==> src/design/utf16_to_utf8_transcoder_defines.svh <==
// assertion macros shared by the transcoder modules
// no dependencies; included by files that carry concurrent checks
`ifndef UTF16_TO_UTF8_TRANSCODER_DEFINES_SVH
`define UTF16_TO_UTF8_TRANSCODER_DEFINES_SVH

// same-cycle implication, disabled while in reset
`define U16U8_ASSERT_NOW(label, clk, rst_n, ante, cons) \
    label: assert property (@(posedge clk) disable iff (!rst_n) (ante) |-> (cons)) \
        else $error("u16u8 check failed");

// next-cycle implication, disabled while in reset
`define U16U8_ASSERT_NEXT(label, clk, rst_n, ante, cons) \
    label: assert property (@(posedge clk) disable iff (!rst_n) (ante) |=> (cons)) \
        else $error("u16u8 check failed");

`endif

==> src/design/u16u8_pkg.sv <==
// types, constants and encode helpers for the utf-16 to utf-8 transcoder
// no dependencies; used by every module of the block
package u16u8_pkg;

    localparam int unsigned UNIT_W        = 21;
    localparam int unsigned JOB_DEPTH_DEF = 2;

    // upper bits of a unit that mark a high or low surrogate
    localparam logic [10:0] HIGH_SURR_TAG = 11'b00000110110;
    localparam logic [10:0] LOW_SURR_TAG  = 11'b00000110111;
    localparam logic [5:0]  HIGH_PREFIX   = 6'b110110;

    // utf-8 lead and continuation marks
    localparam logic [7:0] LEAD2 = 8'hC0;
    localparam logic [7:0] LEAD3 = 8'hE0;
    localparam logic [7:0] LEAD4 = 8'hF0;
    localparam logic [7:0] CONT  = 8'h80;

    localparam logic [2:0] LEN_NONE = 3'd0;
    localparam logic [2:0] LEN_ONE  = 3'd1;
    localparam logic [2:0] LEN_TWO  = 3'd2;
    localparam logic [2:0] LEN_THREE = 3'd3;
    localparam logic [2:0] LEN_FOUR = 3'd4;

    // one unit of work for the back end: optional flushed high surrogate,
    // then a code point of len1 bytes
    typedef struct packed {
        logic                cp0_valid;
        logic [9:0]          hi_bits;
        logic [UNIT_W-1:0]   cp1;
        logic [2:0]          len1;
    } job_t;

    // number of utf-8 bytes for a code point, zero when out of range
    function automatic logic [2:0] enc_len(input logic [UNIT_W-1:0] cp);
        logic [2:0] len;
        if (cp < 21'h80)
            len = LEN_ONE;
        else if (cp < 21'h800)
            len = LEN_TWO;
        else if (cp < 21'h10000)
            len = LEN_THREE;
        else if (cp < 21'h110000)
            len = LEN_FOUR;
        else
            len = LEN_NONE;
        return len;
    endfunction

    // byte idx of the encoding of cp in len bytes
    function automatic logic [7:0] enc_byte(input logic [UNIT_W-1:0] cp,
                                            input logic [2:0] len,
                                            input logic [1:0] idx);
        logic [7:0] b;
        b = 8'h00;
        case (len)
            LEN_ONE:
                b = cp[7:0];
            LEN_TWO:
                case (idx)
                    2'd0:    b = LEAD2 | {3'b000, cp[10:6]};
                    default: b = CONT | {2'b00, cp[5:0]};
                endcase
            LEN_THREE:
                case (idx)
                    2'd0:    b = LEAD3 | {4'b0000, cp[15:12]};
                    2'd1:    b = CONT | {2'b00, cp[11:6]};
                    default: b = CONT | {2'b00, cp[5:0]};
                endcase
            LEN_FOUR:
                case (idx)
                    2'd0:    b = LEAD4 | {5'b00000, cp[20:18]};
                    2'd1:    b = CONT | {2'b00, cp[17:12]};
                    2'd2:    b = CONT | {2'b00, cp[11:6]};
                    default: b = CONT | {2'b00, cp[5:0]};
                endcase
            default:
                b = 8'h00;
        endcase
        return b;
    endfunction

endpackage

==> src/design/u16u8_front.sv <==
// front end: accepts code units, tracks the held high surrogate, builds jobs
// depends on u16u8_pkg and the assertion macro header
`include "utf16_to_utf8_transcoder_defines.svh"

module u16u8_front
(
    input  logic                             clk,
    input  logic                             rst_n,
    input  logic                             accept,
    input  logic [u16u8_pkg::UNIT_W-1:0]     code_unit,
    input  logic                             final_unit,
    output logic                             job_push,
    output u16u8_pkg::job_t                  job
);
    import u16u8_pkg::*;

    logic       held_valid_reg;
    logic       held_valid_next;
    logic [9:0] held_bits_reg;
    logic [9:0] held_bits_next;
    logic       is_high;
    logic       is_low;
    logic       pair;
    logic [2:0] unit_len;

    // classify the incoming unit
    assign is_high  = (code_unit[UNIT_W-1:10] == HIGH_SURR_TAG);
    assign is_low   = (code_unit[UNIT_W-1:10] == LOW_SURR_TAG);
    assign pair     = held_valid_reg && is_low;
    assign unit_len = enc_len(code_unit);

    // build the job and the next held state
    always_comb
    begin
        job.hi_bits     = held_bits_reg;
        job.cp0_valid   = 1'b0;
        job.cp1         = code_unit;
        job.len1        = unit_len;
        held_valid_next = held_valid_reg;
        held_bits_next  = held_bits_reg;
        if (accept)
        begin
            if (pair)
            begin
                job.cp1         = 21'h10000 + {1'b0, held_bits_reg, code_unit[9:0]};
                job.len1        = LEN_FOUR;
                held_valid_next = 1'b0;
            end
            else
            begin
                job.cp0_valid = held_valid_reg && (unit_len != LEN_FOUR);
                if (is_high && !final_unit)
                begin
                    job.len1        = LEN_NONE;
                    held_valid_next = 1'b1;
                    held_bits_next  = code_unit[9:0];
                end
                else
                begin
                    held_valid_next = 1'b0;
                end
            end
        end
    end

    assign job_push = accept && (job.cp0_valid || (job.len1 != LEN_NONE));

    // held surrogate state
    always_ff @(posedge clk or negedge rst_n)
    begin
        if (!rst_n)
        begin
            held_valid_reg <= 1'b0;
            held_bits_reg  <= 10'd0;
        end
        else
        begin
            held_valid_reg <= held_valid_next;
            held_bits_reg  <= held_bits_next;
        end
    end

    `U16U8_ASSERT_NEXT(a_pair_clears_hold, clk, rst_n, accept && pair, !held_valid_reg)
    `U16U8_ASSERT_NOW(a_pair_is_four, clk, rst_n, accept && pair,
        job_push && !job.cp0_valid && (job.len1 == LEN_FOUR))

endmodule

==> src/design/u16u8_job_fifo.sv <==
// short job queue between the front and back ends, flip-flop storage
// depends on u16u8_pkg and the assertion macro header
`include "utf16_to_utf8_transcoder_defines.svh"

module u16u8_job_fifo
#(
    parameter int unsigned DEPTH = u16u8_pkg::JOB_DEPTH_DEF
)
(
    input  logic             clk,
    input  logic             rst_n,
    input  logic             wr_en,
    input  u16u8_pkg::job_t  wr_data,
    input  logic             rd_en,
    output u16u8_pkg::job_t  rd_data,
    output logic             full,
    output logic             empty
);
    import u16u8_pkg::*;

    localparam int unsigned PW = (DEPTH > 1) ? $clog2(DEPTH) : 1;
    localparam int unsigned CW = $clog2(DEPTH + 1);
    localparam logic [PW-1:0] LAST_PTR = PW'(DEPTH - 1);
    localparam logic [CW-1:0] FULL_CNT = CW'(DEPTH);

    job_t          store_reg [DEPTH];
    logic [PW-1:0] wr_ptr_reg;
    logic [PW-1:0] rd_ptr_reg;
    logic [CW-1:0] count_reg;
    logic          do_wr;
    logic          do_rd;

    assign full    = (count_reg == FULL_CNT);
    assign empty   = (count_reg == '0);
    assign do_wr   = wr_en && !full;
    assign do_rd   = rd_en && !empty;
    assign rd_data = store_reg[rd_ptr_reg];

    // entry storage
    always_ff @(posedge clk)
    begin
        if (do_wr)
            store_reg[wr_ptr_reg] <= wr_data;
    end

    // pointers and fill count
    always_ff @(posedge clk or negedge rst_n)
    begin
        if (!rst_n)
        begin
            wr_ptr_reg <= '0;
            rd_ptr_reg <= '0;
            count_reg  <= '0;
        end
        else
        begin
            if (do_wr)
                wr_ptr_reg <= (wr_ptr_reg == LAST_PTR) ? '0 : wr_ptr_reg + PW'(1);
            if (do_rd)
                rd_ptr_reg <= (rd_ptr_reg == LAST_PTR) ? '0 : rd_ptr_reg + PW'(1);
            if (do_wr && !do_rd)
                count_reg <= count_reg + CW'(1);
            else if (do_rd && !do_wr)
                count_reg <= count_reg - CW'(1);
        end
    end

    `U16U8_ASSERT_NEXT(a_fill_up, clk, rst_n, do_wr && !do_rd,
        count_reg == $past(count_reg) + CW'(1))
    `U16U8_ASSERT_NEXT(a_fill_down, clk, rst_n, do_rd && !do_wr,
        count_reg == $past(count_reg) - CW'(1))

endmodule

==> src/design/u16u8_back.sv <==
// back end: walks a job one byte a cycle into the result register while it is empty or popped
// depends on u16u8_pkg and the assertion macro header
`include "utf16_to_utf8_transcoder_defines.svh"

module u16u8_back
(
    input  logic             clk,
    input  logic             rst_n,
    input  logic             job_valid,
    input  u16u8_pkg::job_t  job,
    output logic             job_pop,
    input  logic             pop,
    output logic             empty,
    output logic [7:0]       utf8_byte,
    output logic             run_last
);
    import u16u8_pkg::*;

    logic [2:0]        idx_reg;
    logic [2:0]        idx_next;
    logic              out_valid_reg;
    logic              out_valid_next;
    logic [7:0]        byte_reg;
    logic              last_reg;
    logic [2:0]        len0;
    logic [2:0]        total;
    logic [2:0]        idx1;
    logic [UNIT_W-1:0] cp0;
    logic [7:0]        byte_now;
    logic              last_now;
    logic              advance;

    // byte selection within the job
    assign len0     = job.cp0_valid ? LEN_THREE : LEN_NONE;
    assign total    = len0 + job.len1;
    assign idx1     = idx_reg - len0;
    assign cp0      = {5'd0, HIGH_PREFIX, job.hi_bits};
    assign byte_now = (idx_reg < len0) ? enc_byte(cp0, LEN_THREE, idx_reg[1:0])
                                       : enc_byte(job.cp1, job.len1, idx1[1:0]);
    assign last_now = (idx_reg == total - 3'd1);

    assign advance  = job_valid && (!out_valid_reg || pop);
    assign job_pop  = advance && last_now;

    always_comb
    begin
        idx_next       = idx_reg;
        out_valid_next = out_valid_reg;
        if (advance)
        begin
            idx_next       = last_now ? 3'd0 : idx_reg + 3'd1;
            out_valid_next = 1'b1;
        end
        else if (pop)
        begin
            out_valid_next = 1'b0;
        end
    end

    // control state
    always_ff @(posedge clk or negedge rst_n)
    begin
        if (!rst_n)
        begin
            idx_reg       <= 3'd0;
            out_valid_reg <= 1'b0;
        end
        else
        begin
            idx_reg       <= idx_next;
            out_valid_reg <= out_valid_next;
        end
    end

    // result register
    always_ff @(posedge clk)
    begin
        if (advance)
        begin
            byte_reg <= byte_now;
            last_reg <= last_now;
        end
    end

    assign empty     = !out_valid_reg;
    assign utf8_byte = byte_reg;
    assign run_last  = last_reg;

    `U16U8_ASSERT_NOW(a_idx_in_job, clk, rst_n, job_valid, idx_reg < total)
    `U16U8_ASSERT_NEXT(a_pop_marks_last, clk, rst_n, job_pop, out_valid_reg && last_reg)

endmodule

==> src/design/utf16_to_utf8_transcoder.sv <==
// utf-16 to utf-8 transcoder: one unit in, zero to six bytes out a byte a cycle while the result is popped
// path: a taken unit's job is written to the job queue before the back end registers its first byte
// throughput: one unit a cycle in while the job queue has room, one byte a cycle out
//   while the result is popped or empty; a held high surrogate is paired with the next
//   unit, flushed ahead of it, or dropped when that unit needs four bytes
// reset: asynchronous, active low; clears the held surrogate, job queue and result
module utf16_to_utf8_transcoder
#(
    parameter int unsigned JOB_DEPTH = u16u8_pkg::JOB_DEPTH_DEF
)
(
    input  logic                          clk,
    input  logic                          rst_n,
    input  logic                          push,
    output logic                          full,
    input  logic [u16u8_pkg::UNIT_W-1:0]  code_unit,
    input  logic                          final_unit,
    output logic                          empty,
    input  logic                          pop,
    output logic [7:0]                    utf8_byte,
    output logic                          run_last
);
    import u16u8_pkg::*;

    job_t job_in;
    job_t job_out;
    logic job_push;
    logic job_pop;
    logic fifo_full;
    logic fifo_empty;
    logic accept;

    // input transaction
    assign full   = fifo_full;
    assign accept = push && !fifo_full;

    u16u8_front u_front
    (
        .clk        (clk),
        .rst_n      (rst_n),
        .accept     (accept),
        .code_unit  (code_unit),
        .final_unit (final_unit),
        .job_push   (job_push),
        .job        (job_in)
    );

    u16u8_job_fifo #(.DEPTH(JOB_DEPTH)) u_fifo
    (
        .clk     (clk),
        .rst_n   (rst_n),
        .wr_en   (job_push),
        .wr_data (job_in),
        .rd_en   (job_pop),
        .rd_data (job_out),
        .full    (fifo_full),
        .empty   (fifo_empty)
    );

    u16u8_back u_back
    (
        .clk       (clk),
        .rst_n     (rst_n),
        .job_valid (!fifo_empty),
        .job       (job_out),
        .job_pop   (job_pop),
        .pop       (pop),
        .empty     (empty),
        .utf8_byte (utf8_byte),
        .run_last  (run_last)
    );

endmodule

==> config.mk <==
export PLATFORM = sky130hd
export DESIGN_NAME = utf16_to_utf8_transcoder
export DESIGN_NICKNAME = d
export VERILOG_FILES = /design/src/design/u16u8_pkg.sv /design/src/design/u16u8_front.sv /design/src/design/u16u8_job_fifo.sv /design/src/design/u16u8_back.sv /design/src/design/utf16_to_utf8_transcoder.sv
export VERILOG_INCLUDE_DIRS = /design/src /design/src/design
export SDC_FILE = /design/constraint.sdc
export NUM_CORES = 1
export LEC_CHECK = 0
export CORE_MARGIN = 2
export CORE_UTILIZATION = 40
export CTS_CLUSTER_DIAMETER = 100
export DETAILED_ROUTE_END_ITERATION = 8
export DONT_BUFFER_PORTS = 1
export GPL_TIMING_DRIVEN = 0
export PLACE_DENSITY = 0.6
export SYNTH_ARGS = -nofsm -noshare
export SYNTH_HDL_FRONTEND = slang
export SYNTH_SLANG_ARGS = --single-unit
==> constraint.sdc <==
create_clock -name clk -period 3.7 [get_ports clk]
set_clock_uncertainty 0.05 [all_clocks]
set_input_delay 0 -clock clk [delete_from_list [all_inputs] [get_ports clk]]
set_output_delay 0 -clock clk [all_outputs]
set_load 0.01 [all_outputs]
==> reports/results.tsv <==
metric	value	unit
cts_root_buffer	clkbuf_16	
grtUsageTotal	0.181	
synth_largest_area_cell	edfxtp_1	
die_height	113	um
status	complete, but fails checks	
setup_violations	0	
fillers	1007	
placed_area	4970	sq um
path_clk_slew	0.07	ns
yosys.area_share.simple	0.0856	
dp_hpwl	7730	um
utilization	0.487	
final-max-slew-violation-count	0	
core_area	11500	sq um
slew_headroom	0.216	
synth_commonest_cells	edfxtp_1, nor2_1, mux2_2	
diodes	0	
drtIter0Drc	215	
via_per_inst	5.74	
netlist_area	4760	sq um
grt_pass1_vias	3012	
fin_hold_ws	0.0132	ns
grt_overflow_total	0	
start_kind	flop	
yosysTopAreaCellShare	0.498	
ys_ff_latch	98	
p_clk_frac	0.198	
final_nets	422	
grt_pass1_wl	17200	um
ys_seq_area_frac	0.598	
dieArea	12800	sq um
finalPower	4.38	mW
fp.dieW	113	um
largest_reg_flops	70	
violations	design-rule violations	
r2r_setup_slack	0.28	ns
finalHoldViolCount	0	
synthTopCellsByArea	edfxtp_1, dfrtp_1, mux2_2	
rsz0062_at_grt	false	
drc	1	
cts_max_level	3	
first_pass_iters	8	
power_leakage	2.07	nW
crit_end	u_fifo.count_reg[1]$_DFFE_PN0P_	
rows	39	
routed_wl	11100	um
layout-drive-gt1-share	0.207	
drtAntennaViolNets	0	
crit_fanout	10	
io_buffers	0	
rr_startpoint	u_fifo.rd_ptr_reg$_DFFE_PN0P_	
clock_latency	0.34	ns
ir_drop	0.393	mV
syn_inst	345	
cts_buffer_depth	2	
intPower	2.72	mW
synthAdderAreaFrac	0.0263	
fin_ws	0.282	ns
synth_ff_type	edfxtp_1	
routedWlPerCell	20.9	um
arrival	3.63	ns
stdcell_area	5610	sq um
yosysMostFrequentCell	edfxtp_1	
swShare	0.379	
critPathKind	flop to flop	
pwr-share-comb	0.445	
synth_compound_area_frac	0.0922	
synth_top_family_by_area	multiplexers	
async_flop_share	0.194	
critPathLaunch	u_fifo.rd_ptr_reg$_DFFE_PN0P_	
r2r_cells	15	
routabilityCongestion	0.847	
cts_tree	yes	
final.min_clock_period	3.42	ns
dp_slack	-0.556	ns
synth-edff-count	79	
maxCapViolations	0	
seq_power_share	0.357	
switchingPower	1.66	mW
synth_nets	381	
hold_class	input pin to flop	
pin_count	37	
start_util	0.414	
ys_warn_count	0	
fmax	0.293	GHz
synthMuxAreaShare	0.146	
syn_to_final_growth	17.8	%
crit_required	3.91	ns
worst_pin_slew	1.18	ns
post-route-period-util	0.924	
end_kind	flop	
powerDensity	781	nW/um^2
cts_made_buffers	9	
cts.sinks	98	
vias	3067	
avgSynthCellArea	13.8	sq um
synth_cell_types	53	
antenna_found_initial	0	
synth-xor-area-share	0.0268	
grt_max_degree	36	
timing.rr.end	u_fifo.count_reg[1]$_DFFE_PN0P_	
==> cells in the final DEF, fill, tap and decap left out, types with 3 or more instances in the layout <==
cell type      instances
edfxtp_1              79
dlygate4sd3_1         26
nor2_1                25
mux2_2                24
dfrtp_1               19
mux2i_1               16
o21ai_0               15
inv_1                 14
a21oi_1               14
nor3_1                12
ha_1                   9
clkbuf_16              9
mux2_4                 8
nand2_1                8
xnor2_1                7
nand3_1                6
mux4_2                 6
a211oi_1               6
a21o_1                 6
buf_2                  4
xor2_1                 4
buf_4                  3
buf_6                  3
o211ai_1               3
a2111oi_0              3
o2111ai_1              3
o311ai_0               3
nor4_1                 3
==> metal layers <==
metal / vias to the layer above / wire length, um / share of wire / global-route usage
met2: 108 / 5420 / 0.49 / 0.296
met5: - / 0 / 0 / 0
met3: 12 / 698 / 0.063 / 0.0439
met1: 1531 / 4860 / 0.44 / 0.246
met4: 0 / 159 / 0.014 / 0.0447
li1: 1416 / - / - / -
==> metrics by stage <==
step / setup TNS [ns] / instances
after CTS: 0 / 532
after global placement: -18.23 / 488
after global routing: 0 / 534
after detailed placement: -3.44 / 489
final: 0 / 534
after floorplan: 0 / 345
==> cell families (layout without fill, tap and decap cells) <==
family,after synthesis,count (layout)
multiplexers,55,55
buffers and inverters,27,73
flip-flops,98,98
AND/OR/NAND/NOR,76,76
XOR/XNOR,13,13
AO/OA/AOI/OAI,66,66
adder cells (fa/ha/maj),10,10
==> critical path: stages, from the launching register on <==
cell     delay, ns
dfrtp_1       0.38
buf_4         0.23
buf_6         0.19
buf_6         0.20
mux2i_4       0.34
ha_1          0.27
inv_1         0.06
ha_1          0.15
xnor3_1       0.22
xnor2_1       0.14
nor3_2        0.29
nand2_2       0.15
ha_2          0.26
xor2_1        0.13
nor2_1        0.12
xnor2_1       0.13
==> repair_timing <==
action,CTS,global route
pin swaps,0,3
setup endpoints to repair,10,8
buffers inserted,0,2
hold endpoints to repair,75,0
cloned,0,0
hold buffers,27,0
gates resized for setup,7,10
==> power groups by stage <==
stage,sequential [mW],clock [mW],combinational (mW)
floorplan,1.56,0,1.33
CTS,1.56,0.891,1.85
detailed placement,1.59,0,1.77
global placement,1.58,0,1.74
finish,1.56,0.867,1.95
global route,1.59,0.931,2.13
==> worst min-delay path by stage <==
stage / startpoint / endpoint / slack, ns / depth (start not counted)
3_3_place_gp: rst_n / u_back.idx_reg[2]$_DFFE_PN0P_ / -0.34 / 0
5_1_grt: final_unit / u_front.held_bits_reg[2]$_DFFE_PN0P_ / 0.01 / 3
4_1_cts: final_unit / u_front.held_bits_reg[9]$_DFFE_PN0P_ / 0.007 / 3
3_5_place_dp: rst_n / u_back.idx_reg[1]$_DFFE_PN0P_ / -0.34 / 0
2_1_floorplan: rst_n / u_back.idx_reg[0]$_DFFE_PN0P_ / -0.35 / 0
6_report: final_unit / u_front.held_bits_reg[9]$_DFFE_PN0P_ / 0.01 / 3
==> cell type report <==
| cell class | count | area (sq um) | area share |
|---|---|---|---|
| multi-input combinational | 220 | 1850 | 0.330 |
| buffer | 13 | 86.3 | 0.0154 |
| clock inverter | 5 | 38.8 | 0.00691 |
| clock buffer | 11 | 243 | 0.0432 |
| tap | 143 | 179 | 0.0319 |
| timing repair buffer | 30 | 315 | 0.0562 |
| inverter | 14 | 52.6 | 0.00936 |
| sequential | 98 | 2850 | 0.507 |
Note: power is estimated with default switching activity, not from simulation.
